--- config.mk ---
export PLATFORM = sky130hd
export DESIGN_NAME = sha256_hash_engine_flat
export DESIGN_NICKNAME = d
export VERILOG_FILES = /design/src/sha_pkg.sv /design/src/sha_in_if.sv /design/src/sha_out_if.sv /design/src/sha_core.sv /design/src/sha256_hash_engine.sv /design/src/flat_wrapper.sv
export SDC_FILE = /design/constraint.sdc
export NUM_CORES = 2
export LEC_CHECK = 0
export ABC_AREA = 1
export BUFFER_PORTS_ARGS = -buffer_cell sky130_fd_sc_hd__buf_4
export CAP_MARGIN = 30
export CORE_MARGIN = 3
export CORE_UTILIZATION = 45
export DETAILED_ROUTE_END_ITERATION = 6
export MAX_ROUTING_LAYER = met4
export PLACE_DENSITY = 0.6
export SLEW_MARGIN = 15
export SYNTH_ARGS = -nofsm -noshare
export SYNTH_HDL_FRONTEND = slang
export SYNTH_SLANG_ARGS = --single-unit
--- constraint.sdc ---
create_clock -name clk -period 27.6 [get_ports clk]
set_input_delay 0 -clock clk [delete_from_list [all_inputs] [get_ports clk]]
set_output_delay 0 -clock clk [all_outputs]
set_load 0.01 [all_outputs]
--- src/sha_pkg.sv ---
package sha_pkg;

	localparam int unsigned NumRounds = 64;
	localparam int unsigned NumHash   = 8;

	typedef logic [31:0] word_t;
	typedef word_t [0:NumHash-1] hash_t;
	typedef logic [$clog2(NumRounds)-1:0] round_t;

	// sequencer -> round unit
	typedef struct packed {
		logic  push;
		logic  start;
		word_t word;
	} sha_ctl_t;

	// round unit -> sequencer
	typedef struct packed {
		logic  done;
		hash_t vars;
	} sha_sts_t;

	localparam hash_t H_INIT = {
		32'h6A09E667, 32'hBB67AE85, 32'h3C6EF372, 32'hA54FF53A,
		32'h510E527F, 32'h9B05688C, 32'h1F83D9AB, 32'h5BE0CD19
	};

	localparam word_t ROUND_K [NumRounds] = '{
		32'h428A2F98, 32'h71374491, 32'hB5C0FBCF, 32'hE9B5DBA5,
		32'h3956C25B, 32'h59F111F1, 32'h923F82A4, 32'hAB1C5ED5,
		32'hD807AA98, 32'h12835B01, 32'h243185BE, 32'h550C7DC3,
		32'h72BE5D74, 32'h80DEB1FE, 32'h9BDC06A7, 32'hC19BF174,
		32'hE49B69C1, 32'hEFBE4786, 32'h0FC19DC6, 32'h240CA1CC,
		32'h2DE92C6F, 32'h4A7484AA, 32'h5CB0A9DC, 32'h76F988DA,
		32'h983E5152, 32'hA831C66D, 32'hB00327C8, 32'hBF597FC7,
		32'hC6E00BF3, 32'hD5A79147, 32'h06CA6351, 32'h14292967,
		32'h27B70A85, 32'h2E1B2138, 32'h4D2C6DFC, 32'h53380D13,
		32'h650A7354, 32'h766A0ABB, 32'h81C2C92E, 32'h92722C85,
		32'hA2BFE8A1, 32'hA81A664B, 32'hC24B8B70, 32'hC76C51A3,
		32'hD192E819, 32'hD6990624, 32'hF40E3585, 32'h106AA070,
		32'h19A4C116, 32'h1E376C08, 32'h2748774C, 32'h34B0BCB5,
		32'h391C0CB3, 32'h4ED8AA4A, 32'h5B9CCA4F, 32'h682E6FF3,
		32'h748F82EE, 32'h78A5636F, 32'h84C87814, 32'h8CC70208,
		32'h90BEFFFA, 32'hA4506CEB, 32'hBEF9A3F7, 32'hC67178F2
	};

endpackage

--- src/sha_in_if.sv ---
interface sha_in_if;
	logic        valid;
	logic        ready;
	logic [31:0] data_word;
	logic [2:0]  valid_bytes;
	logic        last_word;

	modport source (output valid, output data_word, output valid_bytes, output last_word,
		input ready);
	modport sink (input valid, input data_word, input valid_bytes, input last_word,
		output ready);
endinterface

--- src/sha_out_if.sv ---
interface sha_out_if;
	logic        valid;
	logic        ready;
	logic [31:0] digest_word;
	logic [2:0]  digest_index;
	logic        digest_last;

	modport source (output valid, output digest_word, output digest_index,
		output digest_last, input ready);
	modport sink (input valid, input digest_word, input digest_index,
		input digest_last, output ready);
endinterface

--- src/sha_core.sv ---
module sha_core
	import sha_pkg::*;
(
	input  logic     clk,
	input  logic     arst_n,
	input  sha_ctl_t ctl,
	input  hash_t    hash_in,
	output sha_sts_t sts
);

	word_t  w_q [16];
	hash_t  v_q;
	round_t rnd_q;
	logic   run_q;
	logic   done_q;

	word_t  w_next;
	word_t  t1;
	word_t  t2;

	function automatic word_t sig0(input word_t x);
		sig0 = {x[6:0], x[31:7]} ^ {x[17:0], x[31:18]} ^ (x >> 3);
	endfunction

	function automatic word_t sig1(input word_t x);
		sig1 = {x[16:0], x[31:17]} ^ {x[18:0], x[31:19]} ^ (x >> 10);
	endfunction

	function automatic word_t bsig0(input word_t x);
		bsig0 = {x[1:0], x[31:2]} ^ {x[12:0], x[31:13]} ^ {x[21:0], x[31:22]};
	endfunction

	function automatic word_t bsig1(input word_t x);
		bsig1 = {x[5:0], x[31:6]} ^ {x[10:0], x[31:11]} ^ {x[24:0], x[31:25]};
	endfunction

	// window holds W[t] .. W[t+15] while running
	assign w_next = w_q[0] + sig0(w_q[1]) + w_q[9] + sig1(w_q[14]);

	assign t1 = v_q[7] + bsig1(v_q[4]) + ((v_q[4] & v_q[5]) ^ (~v_q[4] & v_q[6]))
		+ ROUND_K[rnd_q] + w_q[0];
	assign t2 = bsig0(v_q[0])
		+ ((v_q[0] & v_q[1]) ^ (v_q[0] & v_q[2]) ^ (v_q[1] & v_q[2]));

	always_ff @(posedge clk or negedge arst_n) begin
		if (!arst_n) begin
			run_q  <= 1'b0;
			done_q <= 1'b0;
			rnd_q  <= '0;
		end else begin
			done_q <= 1'b0;
			if (ctl.start) begin
				run_q <= 1'b1;
				rnd_q <= '0;
			end else if (run_q) begin
				rnd_q <= rnd_q + 1'b1;
				if (rnd_q == round_t'(NumRounds - 1)) begin
					run_q  <= 1'b0;
					done_q <= 1'b1;
				end
			end
		end
	end

	always_ff @(posedge clk) begin
		if (ctl.push || run_q) begin
			for (int i = 0; i < 15; i++) begin
				w_q[i] <= w_q[i+1];
			end
			w_q[15] <= run_q ? w_next : ctl.word;
		end
		if (ctl.start) begin
			v_q <= hash_in;
		end else if (run_q) begin
			v_q <= {t1 + t2, v_q[0], v_q[1], v_q[2], v_q[3] + t1, v_q[4], v_q[5], v_q[6]};
		end
	end

	assign sts.done = done_q;
	assign sts.vars = v_q;

endmodule

--- src/sha256_hash_engine.sv ---
// Channel  Dir  Payload                                   Transaction
// msg      in   data_word, valid_bytes, last_word         one message word
// dig      out  digest_word, digest_index, digest_last    one digest word
//
// The 16th accepted word of a block starts 64 rounds on the single round
// unit, and the result of those rounds is then folded into the hash.
// The last word adds one padding word per cycle up to the block end (one or
// two more blocks), then eight digest transactions, one per cycle when taken.
// msg.ready is low while a block compresses and from the last word until the
// digest is out.
// arst_n clears the sequencer, bit count and hash to the initial values.
module sha256_hash_engine
	import sha_pkg::*;
(
	input  logic          clk,
	input  logic          arst_n,
	sha_in_if.sink        msg,
	sha_out_if.source     dig
);

	typedef enum logic [3:0] {
		ST_IDLE = 4'b0001,
		ST_FILL = 4'b0010,
		ST_COMP = 4'b0100,
		ST_OUT  = 4'b1000
	} state_t;

	state_t      state_q;
	hash_t       hash_q;
	logic [63:0] bits_q;
	logic [3:0]  slot_q;
	logic [2:0]  idx_q;
	logic        final_q;
	logic        pad_q;
	logic        len_q;
	logic        fin_q;

	sha_ctl_t    ctl;
	sha_sts_t    sts;
	logic        acc;
	logic        out_acc;
	logic [2:0]  nvalid;
	word_t       pad_word;

	assign msg.ready = (state_q == ST_IDLE);
	assign acc       = msg.valid && msg.ready;
	assign dig.valid = (state_q == ST_OUT);
	assign out_acc   = dig.valid && dig.ready;

	assign dig.digest_word  = hash_q[idx_q];
	assign dig.digest_index = idx_q;
	assign dig.digest_last  = (idx_q == 3'd7);

	assign nvalid = (!msg.last_word || msg.valid_bytes > 3'd4) ? 3'd4 : msg.valid_bytes;

	always_comb begin
		case (nvalid)
			3'd0:    pad_word = 32'h8000_0000;
			3'd1:    pad_word = {msg.data_word[31:24], 24'h80_0000};
			3'd2:    pad_word = {msg.data_word[31:16], 16'h8000};
			3'd3:    pad_word = {msg.data_word[31:8], 8'h80};
			default: pad_word = msg.data_word;
		endcase
	end

	always_comb begin
		ctl.push = 1'b0;
		ctl.word = '0;
		unique case (state_q)
			ST_IDLE: begin
				ctl.push = acc;
				ctl.word = pad_word;
			end
			ST_FILL: begin
				ctl.push = 1'b1;
				if (pad_q) begin
					ctl.word = 32'h8000_0000;
				end else if (slot_q == 4'd14) begin
					ctl.word = bits_q[63:32];
				end else if (slot_q == 4'd15 && len_q) begin
					ctl.word = bits_q[31:0];
				end
			end
			ST_COMP, ST_OUT: begin
				ctl.push = 1'b0;
			end
			default: begin
				ctl.push = 1'b0;
			end
		endcase
		ctl.start = ctl.push && (slot_q == 4'd15);
	end

	sha_core u_core (
		.clk     (clk),
		.arst_n  (arst_n),
		.ctl     (ctl),
		.hash_in (hash_q),
		.sts     (sts)
	);

	always_ff @(posedge clk or negedge arst_n) begin
		if (!arst_n) begin
			state_q <= ST_IDLE;
			hash_q  <= H_INIT;
			bits_q  <= '0;
			slot_q  <= '0;
			idx_q   <= '0;
			final_q <= 1'b0;
			pad_q   <= 1'b0;
			len_q   <= 1'b0;
			fin_q   <= 1'b0;
		end else begin
			if (ctl.push) begin
				slot_q <= slot_q + 1'b1;
			end
			unique case (state_q)
				ST_IDLE: begin
					if (acc) begin
						bits_q <= bits_q + {58'd0, nvalid, 3'd0};
						if (msg.last_word) begin
							final_q <= 1'b1;
							pad_q   <= (nvalid == 3'd4);
						end
						if (slot_q == 4'd15) begin
							state_q <= ST_COMP;
						end else if (msg.last_word) begin
							state_q <= ST_FILL;
						end
					end
				end
				ST_FILL: begin
					pad_q <= 1'b0;
					if (!pad_q && slot_q == 4'd14) begin
						len_q <= 1'b1;
					end
					if (slot_q == 4'd15) begin
						if (len_q) begin
							fin_q <= 1'b1;
						end
						state_q <= ST_COMP;
					end
				end
				ST_COMP: begin
					if (sts.done) begin
						for (int i = 0; i < NumHash; i++) begin
							hash_q[i] <= hash_q[i] + sts.vars[i];
						end
						if (fin_q) begin
							state_q <= ST_OUT;
						end else if (final_q) begin
							state_q <= ST_FILL;
						end else begin
							state_q <= ST_IDLE;
						end
					end
				end
				ST_OUT: begin
					if (out_acc) begin
						idx_q <= idx_q + 1'b1;
						if (idx_q == 3'd7) begin
							hash_q  <= H_INIT;
							bits_q  <= '0;
							final_q <= 1'b0;
							pad_q   <= 1'b0;
							len_q   <= 1'b0;
							fin_q   <= 1'b0;
							state_q <= ST_IDLE;
						end
					end
				end
				default: begin
					state_q <= ST_IDLE;
				end
			endcase
		end
	end

`ifndef ASSERT_OFF
	a_out_slot: assert property (@(posedge clk) disable iff (!arst_n)
		dig.valid |-> slot_q == 4'd0)
		else $error("digest shown with a partial block");

	a_done_comp: assert property (@(posedge clk) disable iff (!arst_n)
		sts.done |-> state_q == ST_COMP)
		else $error("round unit finished outside compression");

	a_block_start: assert property (@(posedge clk) disable iff (!arst_n)
		(acc && slot_q == 4'd15) |=> state_q == ST_COMP)
		else $error("full block did not start compression");

	a_msg_end: assert property (@(posedge clk) disable iff (!arst_n)
		(out_acc && dig.digest_last) |=> (state_q == ST_IDLE && bits_q == 64'd0))
		else $error("engine not cleared after digest");
`endif

endmodule
--- src/flat_wrapper.sv ---
// flat-port wrapper written by rule: the top's interface ports become plain ports
module sha256_hash_engine_flat import sha_pkg::*;
  (clk, arst_n, msg_valid, msg_data_word, msg_valid_bytes, msg_last_word, msg_ready, dig_valid, dig_digest_word, dig_digest_index, dig_digest_last, dig_ready);
  sha_in_if msg_i ();
  sha_out_if dig_i ();
  input  logic clk;
  input  logic arst_n;
  input wire logic [$bits(msg_i.valid)-1:0] msg_valid;
  input wire logic [$bits(msg_i.data_word)-1:0] msg_data_word;
  input wire logic [$bits(msg_i.valid_bytes)-1:0] msg_valid_bytes;
  input wire logic [$bits(msg_i.last_word)-1:0] msg_last_word;
  output wire logic [$bits(msg_i.ready)-1:0] msg_ready;
  output wire logic [$bits(dig_i.valid)-1:0] dig_valid;
  output wire logic [$bits(dig_i.digest_word)-1:0] dig_digest_word;
  output wire logic [$bits(dig_i.digest_index)-1:0] dig_digest_index;
  output wire logic [$bits(dig_i.digest_last)-1:0] dig_digest_last;
  input wire logic [$bits(dig_i.ready)-1:0] dig_ready;
  assign msg_i.valid = msg_valid;
  assign msg_i.data_word = msg_data_word;
  assign msg_i.valid_bytes = msg_valid_bytes;
  assign msg_i.last_word = msg_last_word;
  assign msg_ready = msg_i.ready;
  assign dig_valid = dig_i.valid;
  assign dig_digest_word = dig_i.digest_word;
  assign dig_digest_index = dig_i.digest_index;
  assign dig_digest_last = dig_i.digest_last;
  assign dig_i.ready = dig_ready;
  sha256_hash_engine u_core (.clk(clk), .arst_n(arst_n), .msg(msg_i), .dig(dig_i));
endmodule
After elaboration in Yosys (flattened, before gate mapping) --
Memory sizes are Yosys's and may differ from the RTL's. Index checks and enable logic that the tools add are counted.
Storage, ports and cells: bits in registers 599, memory bits (writable) 512, memory bits (read-only) 2048, input bits 40, output and inout port bits 38, logic and storage cells 173, memories kept 2
Memories:
- (no name shown) | words 64, bits a word 32, rd ports 1, clocked after memory_dff 0, write ports 0, RTL line sha_core.sv:41 | + ROUND_K[rnd_q] + w_q[0];
- u_core.u_core.w_q | words 16, bits a word 32, rd ports 16, clocked after memory_dff 0, write ports 16, RTL line sha_core.sv:11 | word_t w_q [16];
Cells by class: add/subtract/negate cells 22, $lt $le $gt $ge 3, equality and inequality tests 21, multiplexer cells 56, bitwise gates (word level) 19, reductions and logical operators 23
Operator list (count):
- $mux 256 | 5
- $add 32x32->32 | 18
- $pmux 256 s2 | 1
- $xor 32x32->32 | 9
- $mux 32 | 8
- $mux 64 | 3
- $and 32x32->32 | 5
- $pmux 32 s4 | 1
- $pmux 64 s2 | 1
- $bmux 32 s3 | 1
- $add 64x6->64 | 1
- $pmux 32 s2 | 1
- $mux 4 | 8
- $not 32->32 | 1
- $xor 32x22->32 | 1
- $xor 32x29->32 | 1
- $mux 1 | 17
- $pmux 4 s4 | 1
- $reduce_and 5->1 | 3
- $ne 2x2->1 const B | 7
- $eq 4x4->1 const B | 3
- $mux 6 | 2
- $reduce_and 4->1 | 3
- $pmux 1 s2 | 4
- other kinds (28) | 39

Logic depth before layout (Yosys ltp) --
depth after elaboration 9, mapped depth 44, depth with buffers taken out 43

Cells and area by module --
From an unflattened synthesis, not the netlist that was laid out.
Second synthesis, totals: cells, all modules 10465, area, all modules 80129.4 um2
Modules (own cells, without submodules):
- sha_core | instances 1, cells an instance 4359, area each 44402.6 um2, sequential area each 23262.3 um2
- sha256_hash_engine | instances 1, cells an instance 6106, area each 35726.8 um2, sequential area each 8479.4 um2

Worst setup path before layout --
Ideal clock, no wire load.
path kind reg2reg, start reg u_core.state_q[0], end mem u_core.u_core.w_q[0][0] (netlist bit) (enable), library setup time 903 ps, arrival time 12220 ps, required time 26697 ps, slack 14478 ps, cell stages (with the launch flop) 7, path buffers 0, period minus slack after synthesis 13122 ps, cells stage by stage dfstp_2 > inv_2 > nor3_4 > nand2_4 > nand2_1 > inv_2 > nand2_1
RTL lines:
- start: declaration | RTL line sha256_hash_engine.sv:28 | state_t state_q;
- start signal: assignment | RTL line sha256_hash_engine.sv:104 | state_q <= ST_IDLE;
- start signal: assignment | RTL line sha256_hash_engine.sv:126 | state_q <= ST_COMP;
- start signal: assignment | RTL line sha256_hash_engine.sv:128 | state_q <= ST_FILL;
- end: declaration | RTL line sha_core.sv:11

Final worst setup path --
start reg u_core.u_core.rnd_q[1], end reg u_core.u_core.v_q, in the netlist u_core.u_core.sts[245], data pin
On the way: word-level cells in the longest chain between the ends 9
RTL lines:
- start: declaration | RTL line sha_core.sv:13 | round_t rnd_q;
- start signal: assignment | RTL line sha_core.sv:56 | rnd_q <= rnd_q + 1'b1;
- $not 6->7 (not written as such) | RTL line sha_core.sv:41
- $mem_v2 64x32
- $mux 32 (not written as such) (2 in series) | RTL line sha_core.sv:41
- $add 32x32->32 (2 in series) | RTL line sha_core.sv:41
- $add 32x32->32 | RTL line sha_core.sv:75 | v_q <= {t1 + t2, v_q[0], v_q[1], v_q[2], v_q[3] + t1, v_q[4], v_q[5], v_q[6]};
- $mux 256 | RTL line sha_core.sv:74 | end else if (run_q) begin
- $mux 256 | RTL line sha_core.sv:72 | if (ctl.start) begin
- end signal: assignment | RTL line sha_core.sv:73 | v_q <= hash_in;
- end signal: assignment | RTL line sha_core.sv:75
- end: declaration | RTL line sha_core.sv:12 | hash_t v_q;
No other way between the ends. The select of a mux whose other input is x is not followed. A chain may end at the register's enable or synchronous reset.

==> flow_summary.rst <==
.. list-table::
   :header-rows: 1

   * - Metric
     - Value
   * - Final Max Tran Viols
     - 0
   * - Worst slack on hold paths
     - 0.0421 ns
   * - Residual DRC
     - 10
   * - Worst hold path type
     - input pin to async pin
   * - Synthesized net count
     - 9,556
   * - Final Wtd Congestion
     - 1.07
   * - Status
     - finished with violations
   * - Clock edge transition at the registers on the reported setup and hold paths
     - roughly 0.070 ns
   * - Wire length per cell
     - 27.9 um
   * - TritonCTS clock tree
     - done
   * - CTS HTree Levels
     - 4
   * - Via/cell ratio
     - 5.94
   * - Sequential element share of the synthesized area
     - 0.421
   * - Count of clock tree sinks
     - 1,108
   * - Number of input and output port buffers inserted
     - 77
   * - Slowest library cell on the worst path
     - a21boi_0
   * - Type of destination of the critical path
     - flip-flop
   * - Met2 demand-to-capacity share in global routing
     - 0.544
   * - Final setup fails
     - 0
   * - Number of setup buffers added after CTS
     - 0
   * - Final count of hold timing violations
     - 0
   * - Clock skew
     - between 0.04 and 0.05 ns
   * - Global-route wire length before repair
     - between 400,000 and 500,000 um
   * - Number of optimization iterations in the first detailed-route pass
     - 7
   * - Warnings from Yosys
     - 0
   * - Skew-Pair Late Insertion Delay
     - around 0.82 ns
   * - Share of synthesized flip-flops with an asynchronous set or reset
     - 0.307
   * - Clock buffer count from CTS
     - 133
   * - Post-synthesis to final-layout area growth
     - 10.8%
   * - Cell depth of the worst flop-to-flop path
     - 34
   * - Met1 Track Usage GR
     - 0.492
   * - Violated checks
     - design-rule violations
   * - GR Layer Usage met3
     - 0.0638
   * - Die footprint
     - ~0.17 sq mm
   * - Root cell of the clock tree
     - clkbuf_16
   * - Final period utilization
     - 0.329
   * - CP Class
     - flip-flop to flip-flop
   * - Pin slew with the least headroom to its limit
     - 1.25 ns
   * - Post-synth EDFFs
     - 768
   * - Flop2flop setup slack
     - approximately 19 ns
   * - Setup Slack @ Placement
     - 18.73 ns
   * - Remaining Overflow, GRT
     - 0
   * - Bufs on Longest Clock Path
     - 3
   * - Global-route usage over all layers
     - 0.369
   * - Worst slew margin
     - 0.166
   * - Arrival time at the worst endpoint
     - 9.59 ns
   * - Vias in the first global route
     - 63.6k
   * - Height of the chip
     - 415 um
   * - Area of the core region
     - around 0.17 sq mm
   * - Number of DRC markers in iteration 0
     - 7,887
   * - RSZ-0062 raised after global routing
     - no
   * - Cell Area, Synth
     - 0.0753 sq mm
   * - RR Startpoint
     - u_core.u_core.rnd_q[1]
   * - Half-perimeter wire length after detailed placement
     - 248,000 um
   * - R2r endpoint
     - u_core.u_core.sts[245]
   * - CP max FO
     - 14
   * - Startpoint type of the worst setup path
     - flip-flop
   * - Number of nets at the end of the flow
     - 9,637
   * - Flop and latch count out of synthesis
     - 1,108
   * - Slowest stage delay, CP
     - between 0.8 and 0.9 ns
   * - Total length of routed wires
     - 315,000 um
   * - Gate Count Post-Synth
     - 8,923
   * - Least setup slack across all paths after layout
     - between 15 and 20 ns
   * - Ratio of cells with drive above 1 in the final layout
     - 0.0663
   * - Boundary Pins
     - between 70 and 80
   * - CP Data Required Time
     - 28.12 ns
   * - Min Tclk post-route
     - 9.07 ns
   * - GR peak layer
     - met2
   * - Site Rows
     - around 150
   * - Antenna Nets Post-Route
     - 0
   * - Maximum number of pins on one net before global-route repair
     - 104
   * - Commonest register cell after synthesis
     - edfxtp_1
   * - Overall via count from detail_route
     - 67.1k
   * - Syn avg cell area
     - 8.44 sq um
   * - Horizontal extent of the die
     - 415 um
   * - Sum of negative setup slack
     - 0 ns
   * - Achievable frequency
     - 0.110 GHz
   * - Initial antenna violation count
     - 8
   * - Number of maximum-capacitance violations
     - 0
   * - Initial standard-cell utilization of the core
     - 0.455
   * - Post-layout util
     - 0.504
   * - Critical Path Most Common Cell
     - inv_1
   * - Post-synth cell types
     - 73
-- critical path, delay by kind of cell (launching register included) --
kind | cells | cell delay, ns
xor gates and xnor gates | 2 | 0.58
buffers and inverters | 7 | 0.86
adders and majority gates | 6 | 2.70
and+or+nand+nor | 7 | 1.13
DFF | 1 | 0.60
AOI/OAI and AO/OA | 12 | 2.89
-- registers in the layout, indices dropped and copies added, names as in the netlist --
| name | cells |
|---|---|
| u_core.bits_q | 61 |
| u_core.dig.digest_index | 3 |
| u_core.fin_q | 1 |
| u_core.final_q | 1 |
| u_core.hash_q | 256 |
| u_core.len_q | 1 |
| u_core.pad_q | 1 |
| u_core.slot_q | 4 |
| u_core.state_q | 4 |
| u_core.u_core.done_q | 1 |
| u_core.u_core.rnd_q | 6 |
| u_core.u_core.run_q | 1 |
| u_core.u_core.sts | 256 |
| u_core.u_core.w_q | 512 |
-- worst max path at each step --
stage / start / to / slack [ns] / cells after the start
finish: u_core.u_core.rnd_q[1] / u_core.u_core.sts[245] / 18.53 / 34
global route: u_core.u_core.rnd_q[1] / u_core.u_core.sts[245] / 18.08 / 34
CTS: u_core.u_core.rnd_q[1] / u_core.u_core.sts[245] / 18.66 / 34
detailed placement: u_core.u_core.rnd_q[1] / u_core.u_core.sts[245] / 18.73 / 34
global placement: u_core.u_core.rnd_q[1] / u_core.u_core.sts[245] / 18.81 / 34
floorplan: u_core.state_q[0] / u_core.u_core.w_q[0][0] / 14.48 / 6
-- metrics by stage --
stage | std cells | area (sq um)
2_1_floorplan | 8923 | 75300
3_3_place_gp | 11000 | 78200
3_5_place_dp | 11000 | 78300
4_1_cts | 11300 | 83300
5_1_grt | 11300 | 83500
6_report | 11300 | 83500
-- synthesized netlist by cell type, types with 7 or more instances --
master	count	share of area
o21ai_1	122	0.0081
nand4_1	77	0.0064
a31oi_1	82	0.0068
a21oi_1	685	0.046
xor2_1	250	0.029
nor4_1	26	0.0022
nand2_1	1752	0.087
a31o_2	7	0.00081
fa_1	196	0.052
a211oi_1	10	0.0010
edfxtp_1	768	0.31
a22oi_1	17	0.0017
or2_2	43	0.0036
ha_1	397	0.066
nor2_1	613	0.031
dfrtp_1	203	0.067
a221oi_1	23	0.0027
dfstp_2	137	0.048
o221ai_1	23	0.0027
clkbuf_1	179	0.0089
inv_2	17	0.00085
o22ai_1	116	0.0096
buf_1	24	0.0012
o211ai_1	36	0.0036
inv_1	1280	0.064
a21boi_0	28	0.0028
buf_2	55	0.0037
mux2i_1	8	0.0011
o21bai_1	74	0.0074
o21a_1	23	0.0023
a21o_1	70	0.0070
nand3b_1	20	0.0020
nand3_1	362	0.024
o311ai_0	11	0.0013
nor3_1	116	0.0077
xnor2_1	167	0.019
a32oi_1	14	0.0016
o31ai_1	21	0.0021
o21ai_0	796	0.053
-- final cells by class --
type	count	area, sq um
Fill cell	15900	82200
Multi-Input combinational cell	6252	37700
Sequential cell	1108	31700
Inverter	1300	4900
Clock buffer	168	3550
Tap cell	2189	2740
Timing Repair Buffer	209	1850
Clock inverter	71	1010
Antenna cell	3	7.51
-- cells in the final DEF (no fill, tap or decap), types with 77 or more instances in the layout --
cell	Yosys	routed
dfrtp_1	203	201
ha_1	397	397
a31oi_1	82	82
xor2_1	250	250
o22ai_1	116	116
o21ai_1	122	123
nor2_1	613	613
nand2_1	1752	1749
inv_1	1280	1279
xnor2_1	167	167
nand3_1	362	362
edfxtp_1	768	768
fa_1	196	196
nor3_1	116	116
o21ai_0	796	795
nand4_1	77	77
buf_4	5	148
a21oi_1	685	685
dfstp_2	137	137
clkbuf_16	0	134
-- repair_timing --
item,CTS,global route
hold buffers,47,0
gates resized for setup,0,0
endpoints found under the hold margin,202,0
-- kinds of logic (layout without fill, tap and decap cells) --
family / count (synthesis) / after routing / share of synthesized area
AO/OA/AOI/OAI: 2187 / 2187 / 0.163
XOR/XNOR: 417 / 417 / 0.0485
adder cells (fa/ha/maj): 594 / 594 / 0.118
buffers and inverters: 1563 / 1748 / 0.0791
flip-flops: 1108 / 1108 / 0.421
multiplexers: 8 / 8 / 0.00106
other: 0 / 3 / 0
AND/OR/NAND/NOR: 3046 / 3046 / 0.169
-- per-layer routing --
metal,vias to the layer above,routed length (um)
met5,-,0
met4,0,19500
met3,714,26400
met2,3292,137000
met1,32800,132000
li1,30300,-
Power is left out: the tool's default activity adds up to more than one toggle a clock period on the data nets, which glitch-free logic cannot reach.
